`src/design/krme_pkg.sv`:
```
// ----------------------------------------------------------------------------
// krme_pkg
// Shared types and constants for the keyboard report to MIDI event block.
// ----------------------------------------------------------------------------
package krme_pkg;

    localparam int KeyCount      = 25;
    localparam int DrumKeys      = 12;
    localparam int VelocitySlots = 5;
    localparam int MaxMsgs       = 32;
    localparam int KeyIdxW       = $clog2(KeyCount);
    localparam int MsgCntW       = $clog2(MaxMsgs + 1);

    localparam logic [7:0] StProgram  = 8'hC0;
    localparam logic [7:0] StStart    = 8'hFA;
    localparam logic [7:0] StContinue = 8'hFB;
    localparam logic [7:0] StStop     = 8'hFC;
    localparam logic [7:0] StCtrl     = 8'hB0;
    localparam logic [7:0] StCtrlDrum = 8'hB9;
    localparam logic [7:0] StBend     = 8'hE0;
    localparam logic [7:0] StNoteOn   = 8'h90;
    localparam logic [7:0] StNoteOff  = 8'h80;
    localparam logic [7:0] CcAllOff   = 8'h7B;
    localparam logic [7:0] CcMod      = 8'h01;
    localparam logic [7:0] CcDamper   = 8'h40;
    localparam logic [6:0] VelDefault = 7'h40;
    localparam logic [6:0] BaseReset  = 7'd48;
    localparam logic [6:0] BaseTop    = 7'd84;

    localparam logic [3:0] PadUp     = 4'd0;
    localparam logic [3:0] PadRight  = 4'd2;
    localparam logic [3:0] PadDown   = 4'd4;
    localparam logic [3:0] PadLeft   = 4'd6;
    localparam logic [3:0] PadCenter = 4'd8;

    // Sequencer states.
    typedef enum logic [4:0] {
        S_IDLE = 5'b00001,
        S_HEAD = 5'b00010,
        S_KEYS = 5'b00100,
        S_OUT  = 5'b01000,
        S_DONE = 5'b10000
    } t_state;

    // One queued MIDI message.
    typedef struct packed {
        logic [7:0] status;
        logic [7:0] data1;
        logic [7:0] data2;
    } t_msg;

    // Drum map for the lowest keys.
    function automatic logic [6:0] drum_note(input logic [KeyIdxW-1:0] k);
        logic [6:0] n;
        n = 7'd35;
        case (k)
            5'd0:  n = 7'd35;
            5'd1:  n = 7'd36;
            5'd2:  n = 7'd38;
            5'd3:  n = 7'd40;
            5'd4:  n = 7'd41;
            5'd5:  n = 7'd47;
            5'd6:  n = 7'd50;
            5'd7:  n = 7'd42;
            5'd8:  n = 7'd46;
            5'd9:  n = 7'd49;
            5'd10: n = 7'd51;
            5'd11: n = 7'd53;
            default: n = 7'd35;
        endcase
        return n;
    endfunction

endpackage

```
`src/design/krme_ram.sv`:
```
// ----------------------------------------------------------------------------
// krme_ram
// Generic single-port-write, single-read RAM with registered read data.
// ----------------------------------------------------------------------------
module krme_ram #(
    parameter int Width = 8,
    parameter int Depth = 32
) (
    input  logic                     i_clk,
    input  logic                     i_we,
    input  logic [$clog2(Depth)-1:0] i_waddr,
    input  logic [Width-1:0]         i_wdata,
    input  logic [$clog2(Depth)-1:0] i_raddr,
    output logic [Width-1:0]         o_rdata
);
    logic [Width-1:0] r_mem [Depth];

    // Write port and registered read port.
    always_ff @(posedge i_clk) begin
        if (i_we) begin
            r_mem[i_waddr] <= i_wdata;
        end
        o_rdata <= r_mem[i_raddr];
    end
endmodule

```
`src/design/keyboard_report_to_midi_events_top.sv`:
```
// ----------------------------------------------------------------------------
// keyboard_report_to_midi_events_top
// Compares each keyboard report with the previous one and emits MIDI messages.
//
//  channel | direction | handshake        | payload
//  report  | in        | i_valid/o_stall  | buttons, pad, keys, velocities,
//          |           |                  | bend select, pedal, wheel
//  midi    | out       | o_valid/i_stall  | status, data1, data2, last flag
//
// After a report is accepted, the sequencer steps through the header slots,
// then through the keys one at a time, and then starts the queue read.
// A report with no messages frees the input once that read step is done.
// Otherwise each message is read from the queue and presented until taken,
// and the next report is accepted after the last message is taken.
// Reset restores the previous-report state; output stalls hold the walk.
// ----------------------------------------------------------------------------
module keyboard_report_to_midi_events_top (
    input  logic        i_clk,
    input  logic        i_rst_n,
    input  logic        i_valid,
    output logic        o_stall,
    input  logic [7:0]  i_front_buttons,
    input  logic [7:0]  i_transport_buttons,
    input  logic [3:0]  i_pad_direction,
    input  logic [24:0] i_key_bits,
    input  logic [6:0]  i_velocity_0,
    input  logic [6:0]  i_velocity_1,
    input  logic [6:0]  i_velocity_2,
    input  logic [6:0]  i_velocity_3,
    input  logic [6:0]  i_velocity_4,
    input  logic [7:0]  i_bend_select,
    input  logic [7:0]  i_pedal_byte,
    input  logic [7:0]  i_wheel_value,
    output logic        o_valid,
    input  logic        i_stall,
    output logic [7:0]  o_midi_status,
    output logic [7:0]  o_midi_data1,
    output logic [7:0]  o_midi_data2,
    output logic        o_last_message
);
    localparam int KW = krme_pkg::KeyIdxW;
    localparam int CW = krme_pkg::MsgCntW;
    localparam int QW = $clog2(krme_pkg::MaxMsgs);

    krme_pkg::t_state r_state, n_state;

    // Latched report.
    logic [7:0]  r_fb, r_tb, r_bs, r_ped, r_wh;
    logic [3:0]  r_pad;
    logic [24:0] r_keys;
    logic [6:0]  r_vel [krme_pkg::VelocitySlots];

    // Persistent state.
    logic [7:0]  r_pfb, r_ptb, r_pbs, r_pped, r_pwh;
    logic [3:0]  r_ppad;
    logic [24:0] r_pkeys;
    logic [6:0]  r_base, r_prog, r_pctl;
    logic        r_drum;
    logic [4:0]  r_held;
    logic [11:0] r_on_drums;

    // Key walk.
    logic [KW-1:0] r_k;
    logic [4:0]    r_below;

    // Message queue.
    logic [CW-1:0] r_wcnt, r_rptr;
    logic          r_qwe;
    logic [QW-1:0] r_qwaddr;
    krme_pkg::t_msg r_qwdata, w_qrdata;

    // Note store.
    logic          w_nwe;
    logic [6:0]    w_nrdata, w_nwdata;
    logic          r_out_wait;

    krme_ram #(.Width(24), .Depth(krme_pkg::MaxMsgs)) u_queue (
        .i_clk  (i_clk),
        .i_we   (r_qwe),
        .i_waddr(r_qwaddr),
        .i_wdata(r_qwdata),
        .i_raddr(r_rptr[QW-1:0]),
        .o_rdata(w_qrdata)
    );

    // The store is read one key ahead so that its data is ready at each key step.
    logic [KW-1:0] w_nraddr;
    assign w_nraddr = (r_state == krme_pkg::S_KEYS) ? r_k + KW'(1) : '0;

    krme_ram #(.Width(7), .Depth(krme_pkg::KeyCount)) u_notes (
        .i_clk  (i_clk),
        .i_we   (w_nwe),
        .i_waddr(r_k),
        .i_wdata(w_nwdata),
        .i_raddr(w_nraddr),
        .o_rdata(w_nrdata)
    );

    assign o_stall = (r_state != krme_pkg::S_IDLE);
    logic w_acc;
    assign w_acc = i_valid && !o_stall;

    // Key walk combinational step.
    logic          w_cv, w_lv, w_chg, w_drumk;
    logic [4:0]    w_bit;
    logic [6:0]    w_note, w_v;
    logic [3:0]    w_ch;
    always_comb begin
        w_bit   = 5'(krme_pkg::KeyCount - 1) - 5'(r_k);
        w_cv    = r_keys[w_bit];
        w_lv    = r_pkeys[w_bit];
        w_chg   = w_cv != w_lv;
        w_drumk = r_k < KW'(krme_pkg::DrumKeys);
        w_ch    = 4'd0;
        w_note  = r_base + 7'(r_k);
        if (w_drumk && r_drum) begin
            w_ch   = 4'd9;
            w_note = krme_pkg::drum_note(r_k);
        end
        w_v = krme_pkg::VelDefault;
        if (r_held < 5'(krme_pkg::VelocitySlots)
                && r_below < 5'(krme_pkg::VelocitySlots)) begin
            w_v = r_vel[r_below[2:0]];
        end
        w_nwe    = (r_state == krme_pkg::S_KEYS) && w_chg && w_cv;
        w_nwdata = w_note;
    end

    // Header messages: computed from latched report and previous state.
    logic w_pup, w_pdn, w_st, w_co, w_sp, w_all3, w_whl, w_pana, w_pdmp;
    always_comb begin
        w_pup  = r_fb[3] && !r_pfb[3];
        w_pdn  = r_fb[1] && !r_pfb[1];
        w_st   = r_tb[1] && !r_ptb[1];
        w_co   = r_tb[4] && !r_ptb[4];
        w_sp   = r_tb[0] && !r_ptb[0];
        w_all3 = (w_st || w_co || w_sp) && (r_tb & 8'h13) == 8'h13;
        w_whl  = r_wh != r_pwh && r_bs == r_pbs && r_wh != 8'd0;
        w_pana = r_ped[6:0] != r_pped[6:0];
        w_pdmp = r_ped[7] != r_pped[7];
    end

    // Header emission index (at most one message per cycle in S_HEAD).
    logic [3:0]        r_hstep;
    logic              w_hemit, w_hlast;
    krme_pkg::t_msg    w_hmsg;
    logic [6:0]        w_newprog;
    always_comb begin
        w_newprog = r_prog;
        if ((w_pup || w_pdn) && r_fb[3] && r_fb[1]) w_newprog = 7'd0;
        else if (w_pup) w_newprog = r_prog + 7'd1;
        else if (w_pdn) w_newprog = r_prog - 7'd1;
        w_hemit = 1'b0;
        w_hmsg  = '0;
        case (r_hstep)
            4'd0: begin
                w_hemit = w_pup || w_pdn;
                w_hmsg  = '{krme_pkg::StProgram, {1'b0, w_newprog}, 8'd0};
            end
            4'd1: begin
                w_hemit = w_all3 || w_st || w_co || w_sp;
                w_hmsg.status = w_all3 ? krme_pkg::StStop :
                                w_st ? krme_pkg::StStart :
                                w_co ? krme_pkg::StContinue : krme_pkg::StStop;
            end
            4'd2: begin
                w_hemit = w_all3;
                w_hmsg  = '{krme_pkg::StCtrl, krme_pkg::CcAllOff, 8'd0};
            end
            4'd3: begin
                w_hemit = w_all3;
                w_hmsg  = '{krme_pkg::StCtrlDrum, krme_pkg::CcAllOff, 8'd0};
            end
            4'd4: begin
                w_hemit = w_whl;
                if (r_bs[7]) begin
                    w_hmsg = '{krme_pkg::StBend, 8'd0, r_wh - 8'd1};
                end else begin
                    w_hmsg = '{krme_pkg::StCtrl, krme_pkg::CcMod, r_wh - 8'd1};
                end
            end
            4'd5: begin
                w_hemit = w_pana;
                w_hmsg  = '{krme_pkg::StCtrl, {1'b0, r_pctl}, {1'b0, r_ped[6:0]}};
            end
            4'd6: begin
                w_hemit = w_pdmp;
                w_hmsg  = '{krme_pkg::StCtrl, krme_pkg::CcDamper,
                            r_ped[7] ? 8'h7F : 8'h00};
            end
            default: begin
                w_hemit = 1'b0;
                w_hmsg  = '0;
            end
        endcase
        w_hlast = r_hstep == 4'd6;
    end

    // Next state.
    always_comb begin
        n_state = r_state;
        case (r_state)
            krme_pkg::S_IDLE: if (w_acc) n_state = krme_pkg::S_HEAD;
            krme_pkg::S_HEAD: if (w_hlast) n_state = krme_pkg::S_KEYS;
            krme_pkg::S_KEYS:
                if (r_k == KW'(krme_pkg::KeyCount - 1)) n_state = krme_pkg::S_OUT;
            krme_pkg::S_OUT: if (r_rptr == r_wcnt) n_state = krme_pkg::S_IDLE;
                else n_state = krme_pkg::S_DONE;
            krme_pkg::S_DONE:
                if (o_valid && !i_stall && o_last_message) n_state = krme_pkg::S_IDLE;
            default: n_state = krme_pkg::S_IDLE;
        endcase
    end

    // Control and state registers.
    always_ff @(posedge i_clk) begin
        if (!i_rst_n) begin
            r_state <= krme_pkg::S_IDLE;
            r_pfb <= '0; r_ptb <= '0; r_pbs <= '0; r_pped <= '0; r_pwh <= '0;
            r_ppad <= '0; r_pkeys <= '0;
            r_base <= krme_pkg::BaseReset;
            r_prog <= '0;
            r_drum <= 1'b0;
            r_pctl <= 7'd11;
            r_held <= '0;
            r_qwe  <= 1'b0;
            r_wcnt <= '0;
            r_rptr <= '0;
            r_hstep <= '0;
            r_k <= '0;
            r_below <= '0;
            o_valid <= 1'b0;
            r_out_wait <= 1'b0;
        end else begin
            r_state <= n_state;
            r_qwe   <= 1'b0;
            case (r_state)
                krme_pkg::S_IDLE: begin
                    r_wcnt  <= '0;
                    r_rptr  <= '0;
                    r_hstep <= '0;
                    r_k     <= '0;
                    r_below <= '0;
                end
                krme_pkg::S_HEAD: begin
                    r_hstep <= r_hstep + 4'd1;
                    if (w_hemit && r_wcnt < CW'(krme_pkg::MaxMsgs)) begin
                        r_qwe    <= 1'b1;
                        r_qwaddr <= r_wcnt[QW-1:0];
                        r_qwdata <= w_hmsg;
                        r_wcnt   <= r_wcnt + CW'(1);
                    end
                    // Program, octave and pad updates land before the pedal
                    // slot reads the selected controller.
                    if (r_hstep == 4'd0) begin
                        r_prog <= w_newprog;
                        // Octave buttons.
                        if ((r_fb[2] && !r_pfb[2] || r_fb[0] && !r_pfb[0])
                                && r_fb[2] && r_fb[0]) begin
                            r_base <= krme_pkg::BaseReset;
                        end else if (r_fb[2] && !r_pfb[2] && r_base <= krme_pkg::BaseTop) begin
                            r_base <= r_base + 7'd12;
                        end else if (r_fb[0] && !r_pfb[0] && r_base >= 7'd12) begin
                            r_base <= r_base - 7'd12;
                        end
                        // Direction pad.
                        if (r_pad != krme_pkg::PadCenter && r_pad != r_ppad) begin
                            if (r_pad == krme_pkg::PadUp) r_drum <= !r_drum;
                            else if (r_pad == krme_pkg::PadLeft) r_pctl <= 7'd11;
                            else if (r_pad == krme_pkg::PadDown) r_pctl <= 7'd7;
                            else if (r_pad == krme_pkg::PadRight) r_pctl <= 7'd4;
                        end
                    end
                end
                krme_pkg::S_KEYS: begin
                    r_k <= r_k + KW'(1);
                    if (w_cv) r_below <= r_below + 5'd1;
                    if (w_chg) begin
                        if (r_wcnt < CW'(krme_pkg::MaxMsgs)) begin
                            r_qwe    <= 1'b1;
                            r_qwaddr <= r_wcnt[QW-1:0];
                            r_wcnt   <= r_wcnt + CW'(1);
                        end
                        if (w_cv) begin
                            r_qwdata <= '{krme_pkg::StNoteOn | {4'd0, w_ch},
                                          {1'b0, w_note}, {1'b0, w_v}};
                            if (w_drumk) r_on_drums[r_k[3:0]] <= (w_ch == 4'd9);
                            r_held <= r_held + 5'd1;
                        end else begin
                            r_qwdata <= '{krme_pkg::StNoteOff |
                                          ((w_drumk && r_on_drums[r_k[3:0]]) ?
                                           8'h09 : 8'h00),
                                          {1'b0, w_nrdata}, {1'b0, krme_pkg::VelDefault}};
                            if (r_held != 5'd0) r_held <= r_held - 5'd1;
                        end
                    end
                    if (n_state == krme_pkg::S_OUT) begin
                        r_pfb <= r_fb; r_ptb <= r_tb; r_pbs <= r_bs;
                        r_pped <= r_ped; r_pwh <= r_wh; r_ppad <= r_pad;
                        r_pkeys <= r_keys;
                    end
                end
                krme_pkg::S_OUT: begin
                    // The last queue write lands at this edge; read entry 0 after it.
                    r_out_wait <= 1'b0;
                end
                krme_pkg::S_DONE: begin
                    if (r_out_wait) begin
                        // Read data valid: present it.
                        o_valid        <= 1'b1;
                        o_midi_status  <= w_qrdata.status;
                        o_midi_data1   <= w_qrdata.data1;
                        o_midi_data2   <= w_qrdata.data2;
                        o_last_message <= (r_rptr + CW'(1) == r_wcnt);
                        r_rptr         <= r_rptr + CW'(1);
                        r_out_wait     <= 1'b0;
                    end else if (o_valid && !i_stall) begin
                        o_valid    <= 1'b0;
                        r_out_wait <= !o_last_message;
                    end else if (!o_valid) begin
                        // First cycle of the walk: the read of entry 0 is in flight.
                        r_out_wait <= 1'b1;
                    end
                end
                default: ;
            endcase
        end
    end

    // Report capture.
    always_ff @(posedge i_clk) begin
        if (w_acc) begin
            r_fb <= i_front_buttons; r_tb <= i_transport_buttons;
            r_pad <= i_pad_direction; r_keys <= i_key_bits;
            r_vel[0] <= i_velocity_0; r_vel[1] <= i_velocity_1;
            r_vel[2] <= i_velocity_2; r_vel[3] <= i_velocity_3;
            r_vel[4] <= i_velocity_4;
            r_bs <= i_bend_select; r_ped <= i_pedal_byte; r_wh <= i_wheel_value;
        end
    end
endmodule

```
`config.mk`:
```
export PLATFORM = sky130hd
export DESIGN_NAME = keyboard_report_to_midi_events_top
export DESIGN_NICKNAME = d
export VERILOG_FILES = /design/src/design/krme_pkg.sv /design/src/design/krme_ram.sv /design/src/design/keyboard_report_to_midi_events_top.sv
export SDC_FILE = /design/constraint.sdc
export NUM_CORES = 1
export LEC_CHECK = 0
export BUFFER_PORTS_ARGS = -buffer_cell sky130_fd_sc_hd__buf_2
export CAP_MARGIN = 25
export CORE_MARGIN = 5
export CORE_UTILIZATION = 45
export DETAILED_ROUTE_END_ITERATION = 10
export PLACE_DENSITY = 0.65
export SLEW_MARGIN = 20
export SYNTH_ARGS = -nofsm -noshare
export SYNTH_HDL_FRONTEND = slang
export SYNTH_HIERARCHICAL = 1
export SYNTH_SLANG_ARGS = --single-unit
```
`constraint.sdc`:
```
create_clock -name i_clk -period 11.9 [get_ports i_clk]
set_clock_uncertainty 0.1 [all_clocks]
set_input_delay 1.785 -clock i_clk [delete_from_list [all_inputs] [get_ports i_clk]]
set_output_delay 1.785 -clock i_clk [all_outputs]
set_load 0.1 [all_outputs]
```
==> Implementation_results.wiki, run 1 <==
{| class="wikitable"
! Metric !! Value
|-
| Status || completed
|-
| Non-filler instance count after layout || 5068
|-
| Total power || 8990 uW
|-
| Cell area after technology mapping || 50500 sq um
|-
| Number of buffers added for setup after CTS || 0
|-
| Pin count of the biggest net entering global routing || 132
|-
| Global-route wire length before repair || between 150000 and 200000 um
|-
| Setup slack of the worst register-to-register path || approximately 7.0 ns
|-
| Least-Margin Pin Slew || 1.09 ns
|-
| Effective utilization at floorplan || 0.455
|-
| Avg Synthesized Cell Area || 15.4 sq um
|-
| Remaining DRCs || 0
|-
| Core area || between 100000 and 150000 sq um
|-
| Critical path startpoint || r_k[0]
|-
| Standby leakage power || 0.0180 uW
|-
| Depth of the worst register-to-register path || 10
|-
| Wire length per cell || 22.3 um
|-
| Gpl congestion || 0.798
|-
| Fraction of final layout cells with drive strength greater than 1 || 0.139
|-
| Critical path class || reg2reg
|-
| Final ANT Viol Nets || 0
|-
| Reg2Reg Capture Point || u_notes/r_mem[0][0]
|-
| Class of the tightest hold or removal check || reg2reg
|-
| Final Util || 0.519
|-
| GRT overflow || 0
|-
| Routed via count || 28100
|-
| Number of sinks on the clock net || between 1000 and 1500
|-
| Final critical-path required period || about 4.9 ns
|-
| Final design area excluding fillers || 57600 sq um
|-
| Maximum resistive drop on vdd || between 0.1 and 0.15 mV
|-
| Number of flops mapped to enable cells by yosys || 1103
|-
| Final number of hold-violating endpoints || 0
|-
| Clock latency at the later pin of the worst-skew pair || 0.73 ns
|-
| Hold buffer count at CTS || 0
|-
| Routed wire length || 113000 um
|-
| Count of fill cells added during filler insertion || 9014
|-
| Data required time of the worst path || 12.14 ns
|-
| Number of buffers between clock root and the deepest sink || 3
|-
| Timing-limited maximum frequency || 204 MHz
|-
| Antenna violations before repair || 7
|-
| Post-synthesis instance total || 3276
|-
| Count of final max-slew check failures || 0
|-
| Share of the clock period used by the worst path after layout || 0.412
|-
| Largest fanout on the critical path || 27
|-
| Critical path arrival || 5.15 ns
|-
| I/O Pins || 135
|-
| MaxCap Viol Count || 0
|-
| Count of yosys warnings during synthesis || 6
|-
| Post-synth cell types || ~90
|-
| Height of the die || 345 um
|-
| Share of async-settable or async-resettable flops after synthesis || 0
|-
| Iteration-0 DRC count of the detailed router || 2264
|-
| Clk Tree Root Cell || sky130_fd_sc_hd__clkbuf_16
|-
| Most used DFF post-synth || sky130_fd_sc_hd__edfxtp_1
|-
| Clock-pin slew reported for the worst setup and hold paths after clock tree synthesis || about 0.060 ns
|-
| Via count of the first global-routing pass || about 28000
|-
| Worst slew margin relative to its limit || 0.276
|-
| CTS buffer count || between 100 and 150
|-
| Number of placed instances with taps included || 4802
|-
| Std cell rows || roughly 120
|-
| CTS tree || done
|-
| Sequential-to-total area share from yosys stat || 0.717
|-
| Area of the multi-input gates || between 10000 and 15000 sq um
|-
| Count of cells along the worst hold path || 0
|-
| Net count of the finished layout || 3604
|-
| Crit Reg-Reg Startpoint || r_k[0]
|-
| Unrepaired setup endpoints after global routing || false
|-
| Resize count post-CTS || 0
|-
| Die outline width || 345 um
|-
| Worst Setup EP || u_notes/r_mem[0][0]
|-
| Area growth syn-to-layout || 14.2%
|-
| CP Launch Type || flip-flop
|-
| DP Area || 53000 sq um
|-
| GRT Util Overall || 0.187
|-
| Cell area power density || 156 nW/um^2
|-
| Setup crit end kind || flip-flop
|-
| Pre-Repair DR Iteration Count || 6
|-
| Summed negative setup slack over all endpoints || 0 ns
|-
| Number of H-tree levels || 4
|-
| Via-per-instance ratio || 5.54
|-
| Area taken by flip-flops and latches || 36200 sq um
|-
| Post-DP HPWL || between 60000 and 70000 um
|-
| Number of input and output port buffers inserted || 125
|-
| Synthesized flop and latch total || 1257
|-
| Count of endpoints failing setup in the final report || 0
|-
| Die area || 119000 sq um
|}
## metal layers
layer,wire [um],global-route usage
met1,48200,0.252
met2,54800,0.307
met3,6170,0.0332
met4,3620,0.0690
met5,0,0
## area by class of cell
| type | instances | area share |
|---|---|---|
| inverters | 33 | 0.00217 |
| multi-input cells | 1839 | 0.234 |
| clock inverters | 52 | 0.00931 |
| clock buffers | 191 | 0.0654 |
| flip-flops and latches | 1257 | 0.628 |
| repair buffers | 204 | 0.0282 |
| well taps | 1488 | 0.0323 |
| diodes | 4 | 0.000174 |
## stage by stage
stage               hold slack [ns]  setup WS (ns)
floorplan                     0.286           7.34
global placement              0.289           7.03
detailed placement            0.291           7.02
CTS                           0.305           7.00
global route                  0.309           6.68
finish                        0.304           6.99
## power breakdown
group	switching [uW]	leakage [uW]	internal, uW
Combinational	105	0.00478	52.4
Sequential	29.6	0.0111	4800
Clock	1670	0.00209	2340
Total	1800	0.0180	7190
## worst min-delay path by stage
| stage | to | startpoint | slack, ns |
|---|---|---|---|
| finish | o_midi_status[4] | u_queue/o_rdata[20] | 0.30 |
| global route | o_midi_status[4] | u_queue/o_rdata[20] | 0.31 |
| CTS | o_midi_status[7] | u_queue/o_rdata[23] | 0.30 |
| detailed placement | o_midi_status[7] | u_queue/o_rdata[23] | 0.29 |
| global placement | o_midi_data1[3] | u_queue/o_rdata[11] | 0.29 |
| floorplan | o_midi_data1[0] | u_queue/o_rdata[8] | 0.29 |
## logic make-up (layout without fill, tap and decap cells)
group	after synthesis	after routing	share of synthesized area
other	1	36	0.0000743
buffers and inverters	211	480	0.0224
XOR/XNOR	68	68	0.0121
adder cells (fa/ha/maj)	28	28	0.00709
AND/OR/NAND/NOR	716	716	0.0660
AO/OA/AOI/OAI	500	500	0.0644
flip-flops	1257	1257	0.717
multiplexers	495	495	0.110
## synth_stat cells (all sizes together) (45+ instances only)
master  count  area (sq um)
clkbuf     86           327
nor2      161           604
nand3     107           541
mux2i     446          4460
nor3       58           312
nand2     262           983
buf        92           681
a21oi     180           901
o21ai      45           229
mux4       45          1060
a22oi      84           631
a22o       53           464
dfxtp     154          3080
edfxtp   1103         33100
## cell usage in the layout (no fill, tap or decap), drive strengths merged, types with 32 or more instances in the layout
cell    instances
mux2i         446
edfxtp       1103
clkinv         41
xor2           39
nand2         262
mux4           45
o21ai          45
nor3           58
a21oi         180
inv            36
a22o           53
nand3         107
clkbuf        191
nor2          161
buf           204
a22oi          84
dfxtp         154
conb           32
## state kept, by name (all words and copies together), names as in the netlist, 6 cells and up, named ones only
| signal | cells |
|---|---|
| u_notes/o_rdata | 7 |
| r_prog | 7 |
| r_pkeys | 25 |
| r_pped | 8 |
| r_qwdata | 23 |
| r_on_drums | 12 |
| r_wcnt | 6 |
| o_midi_status | 8 |
| o_midi_data1 | 8 |
| u_notes/r_mem | 175 |
| r_bs | 8 |
| r_wh | 8 |
| r_pbs | 8 |
| u_queue/o_rdata | 24 |
| o_midi_data2 | 8 |
| r_keys | 25 |
| r_ped | 8 |
| u_queue/r_mem | 768 |
| r_pwh | 8 |
| r_rptr | 6 |
| r_vel | 35 |
## critical path, stage by stage (launching register included)
cell and delay, ns:
sky130_fd_sc_hd__dfxtp_1 0.32, sky130_fd_sc_hd__buf_4 0.40, sky130_fd_sc_hd__inv_1 0.15, sky130_fd_sc_hd__ha_1 0.77
sky130_fd_sc_hd__mux4_2 0.34, sky130_fd_sc_hd__mux2i_1 0.08, sky130_fd_sc_hd__or3_1 0.35, sky130_fd_sc_hd__nand3_2 0.42
sky130_fd_sc_hd__and3_1 0.40, sky130_fd_sc_hd__or3b_2 0.57, sky130_fd_sc_hd__nor2_1 0.59
Power figures use the tool's default switching activity.
==> inputs of run 2 (changes only) <==
==> constraint.sdc (replaced) <==
create_clock -name i_clk -period 4.62 [get_ports i_clk]
set_clock_uncertainty 0.1 [all_clocks]
set_input_delay 0.693 -clock i_clk [delete_from_list [all_inputs] [get_ports i_clk]]
set_output_delay 0.693 -clock i_clk [all_outputs]
set_load 0.1 [all_outputs]
==> run 2 against run 1 <==
  * Register-to-register slack worse by 6.3 ns
  * Via count is 2.1% higher
  * Utilization increased by 0.78 points
  * Critical path type unchanged
==> Implementation_results.wiki, run 2 (synthesis gave the netlist of run 1 again) <==
{| class="wikitable"
! Metric !! Value
|-
| Status || completed (unchanged)
|-
| Die area || 119000 sq um (unchanged)
|-
| GRT Util Overall || 0.194 (was 0.187)
|-
| CTS tree || done (unchanged)
|-
| Die outline width || 345 um (unchanged)
|-
| Clk Tree Root Cell || sky130_fd_sc_hd__clkbuf_16 (unchanged)
|-
| Register bank with the most flops || u_queue/r_mem (unchanged)
|-
| GRT overflow || 0 (unchanged)
|-
| Maximum resistive drop on vdd || 0.324 mV (was 0.133 mV)
|-
| Summed negative setup slack over all endpoints || 0 ns (unchanged)
|-
| Via count of the first global-routing pass || 28500 (was 27800)
|-
| MaxCap Viol Count || 0 (unchanged)
|-
| I/O Pins || 135 (unchanged)
|-
| Fraction of final layout cells with drive strength greater than 1 || 0.147 (was 0.139)
|-
| Effective utilization at floorplan || 0.455 (unchanged)
|-
| Post-DP HPWL || 70500 um (was 66500 um)
|-
| Cell area power density || 396 nW/um^2 (was 156 nW/um^2)
|-
| Class of the tightest hold or removal check || in2reg (was reg2reg)
|-
| Hold-critical path endpoint || r_vel[4][0] (was o_midi_status[4])
|-
| Worst slew margin relative to its limit || 0.269 (was 0.276)
|-
| Clock latency at the later pin of the worst-skew pair || 0.73 ns (about the same)
|-
| Count of endpoints failing setup in the final report || 0 (unchanged)
|-
| Iteration-0 DRC count of the detailed router || 2682 (was 2264)
|-
| Setup slack of the worst register-to-register path || 0.69 ns (was 6.99 ns)
|-
| CP Launch Type || flip-flop (unchanged)
|-
| Routed via count || 28700 (was 28100)
|-
| Flip-flop count of the largest register after layout || 768 (unchanged)
|-
| Final Util || 0.527 (was 0.519)
|-
| Non-filler instance count after layout || 5179 (was 5068)
|-
| Critical path arrival || 4.18 ns (was 5.15 ns)
|-
| Via-per-instance ratio || 5.54 (about the same)
|-
| Routed wire length || 116000 um (was 113000 um)
|-
| Clock-pin slew reported for the worst setup and hold paths after clock tree synthesis || 0.06 ns (about the same)
|-
| Number of placed instances with taps included || 4846 (was 4802)
|-
| Number of H-tree levels || 4 (unchanged)
|-
| Gpl congestion || 0.865 (was 0.798)
|-
| Pin count of the biggest net entering global routing || 78 (was 132)
|-
| Area growth syn-to-layout || 15.9% (was 14.2%)
|-
| Final ANT Viol Nets || 0 (unchanged)
|-
| Crit Reg-Reg Startpoint || r_k[1] (was r_k[0])
|-
| Std cell rows || 122 (unchanged)
|-
| Antenna violations before repair || 1 (was 7)
|-
| Reg2Reg Capture Point || u_notes/r_mem[16][1] (was u_notes/r_mem[0][0])
|-
| Height of the die || 345 um (unchanged)
|-
| WHS || 0.0404 ns (was 0.304 ns)
|-
| Core area || 111000 sq um (unchanged)
|-
| Number of sinks on the clock net || 1257 (unchanged)
|-
| Wire length per cell || 22.4 um (was 22.3 um)
|-
| CTS buffer count || 133 (unchanged)
|-
| Count of cells along the worst hold path || 1 (was 0)
|-
| Standby leakage power || 0.0185 uW (was 0.0180 uW)
|-
| Number of input and output port buffers inserted || 125 (unchanged)
|-
| Commonest non-fill, non-tap cells in the layout || sky130_fd_sc_hd__edfxtp_1, sky130_fd_sc_hd__mux2i_1, sky130_fd_sc_hd__nand2_1, sky130_fd_sc_hd__a21oi_1, sky130_fd_sc_hd__dfxtp_1 (unchanged)
|-
| Least-Margin Pin Slew || 1.09 ns (about the same)
|-
| Pre-Repair DR Iteration Count || 6 (unchanged)
|-
| Final number of hold-violating endpoints || 0 (unchanged)
|-
| Leading cell type in the layout, fill and taps excluded || sky130_fd_sc_hd__edfxtp_1 (unchanged)
|-
| Largest registers || u_queue/r_mem (768), u_notes/r_mem (175), r_vel (35) (unchanged)
|-
| Setup crit end kind || flip-flop (unchanged)
|-
| Count of final max-slew check failures || 0 (unchanged)
|-
| Remaining DRCs || 0 (unchanged)
|-
| Global-route wire length before repair || 175000 um (was 168000 um)
|-
| Unrepaired setup endpoints after global routing || false (unchanged)
|-
| Number of buffers between clock root and the deepest sink || 3 (unchanged)
|-
| Resize count post-CTS || 0 (unchanged)
|-
| Final critical-path required period || 3.93 ns (was 4.91 ns)
|-
| Net count of the finished layout || 3716 (was 3604)
|-
| Timing-limited maximum frequency || 254 MHz (was 204 MHz)
|-
| Data required time of the worst path || 4.87 ns (was 12.14 ns)
|-
| Start point of the worst min-delay path || i_velocity_4[0] (was u_queue/o_rdata[20])
|-
| Share of the clock period used by the worst path after layout || 0.851 (was 0.412)
|-
| Critical path class || reg2reg (unchanged)
|-
| Depth of the worst register-to-register path || 9 (was 10)
|-
| Largest fanout on the critical path || 13 (was 27)
|}
==> run 2: how the worst max path moves through the flow <==
stage	from	to	slack, ns
final	r_k[1]	u_notes/r_mem[16][1]	0.69
after detailed placement	r_k[1]	u_notes/r_mem[16][6]	0.64
after global placement	r_k[1]	u_notes/r_mem[16][6]	0.72
after CTS	r_k[1]	u_notes/r_mem[16][1]	0.60
after global routing	r_k[1]	u_notes/r_mem[0][1]	0.45
after floorplan	r_k[0]	r_qwdata[0]	0.69
==> run 2: cell type report <==
| cell class | instances | area (sq um) |
|---|---|---|
| Tap cell | 1488 | 1860 |
| Multi-Input combinational cell | 1839 | 13500 |
| Timing Repair Buffer | 316 | 2580 |
| Fill cell | 8990 | 52500 |
| Sequential cell | 1257 | 36200 |
| Clock buffer | 170 | 3560 |
| Clock inverter | 75 | 668 |
| Antenna cell | 1 | 2.50 |
| Inverter | 33 | 125 |
==> run 2: power by group <==
part | internal (uW) | switching (uW)
combinational | 180 | 279
sequential | 12400 | 76.1
clock | 5900 | 4350
==> run 2: critical path: stages (launching register included) <==
cell,delay [ns]
sky130_fd_sc_hd__dfxtp_1,0.33
sky130_fd_sc_hd__inv_1,0.10
sky130_fd_sc_hd__ha_1,0.63
sky130_fd_sc_hd__mux4_2,0.39
sky130_fd_sc_hd__mux2i_1,0.18
sky130_fd_sc_hd__o22ai_1,0.14
sky130_fd_sc_hd__nor3_4,0.16
sky130_fd_sc_hd__and3_1,0.33
sky130_fd_sc_hd__or3b_2,0.59
sky130_fd_sc_hd__nor2_1,0.59
==> run 2: what timing repair did <==
item / 4_1_cts / 5_1_grt
setup endpoints to repair: 0 / 0
buffers inserted: 0 / 0
hold buffers: 68 / 0
hold endpoints to repair: 68 / 0
==> run 2: per-layer routing <==
| metal | routed length [um] | GRT usage | share of wire | vias up |
|---|---|---|---|---|
| met3 | 6110 | 0.0300 | 0.053 | 163 |
| met1 | 49800 | 0.264 | 0.43 | 14500 |
| li1 | - | - | - | 13200 |
| met2 | 57400 | 0.324 | 0.49 | 826 |
| met5 | 0 | 0 | 0 | - |
| met4 | 2890 | 0.0590 | 0.025 | 0 |
==> run 2: per-stage QoR <==
step                total power (uW)  setup WS (ns)  area [sq um]
finish                         23100          0.689         58500
global route                   23900          0.446         58500
CTS                            23300          0.601         58200
detailed placement             13100          0.636         53300
global placement               13100          0.717         53100
floorplan                      12900          0.688         50600
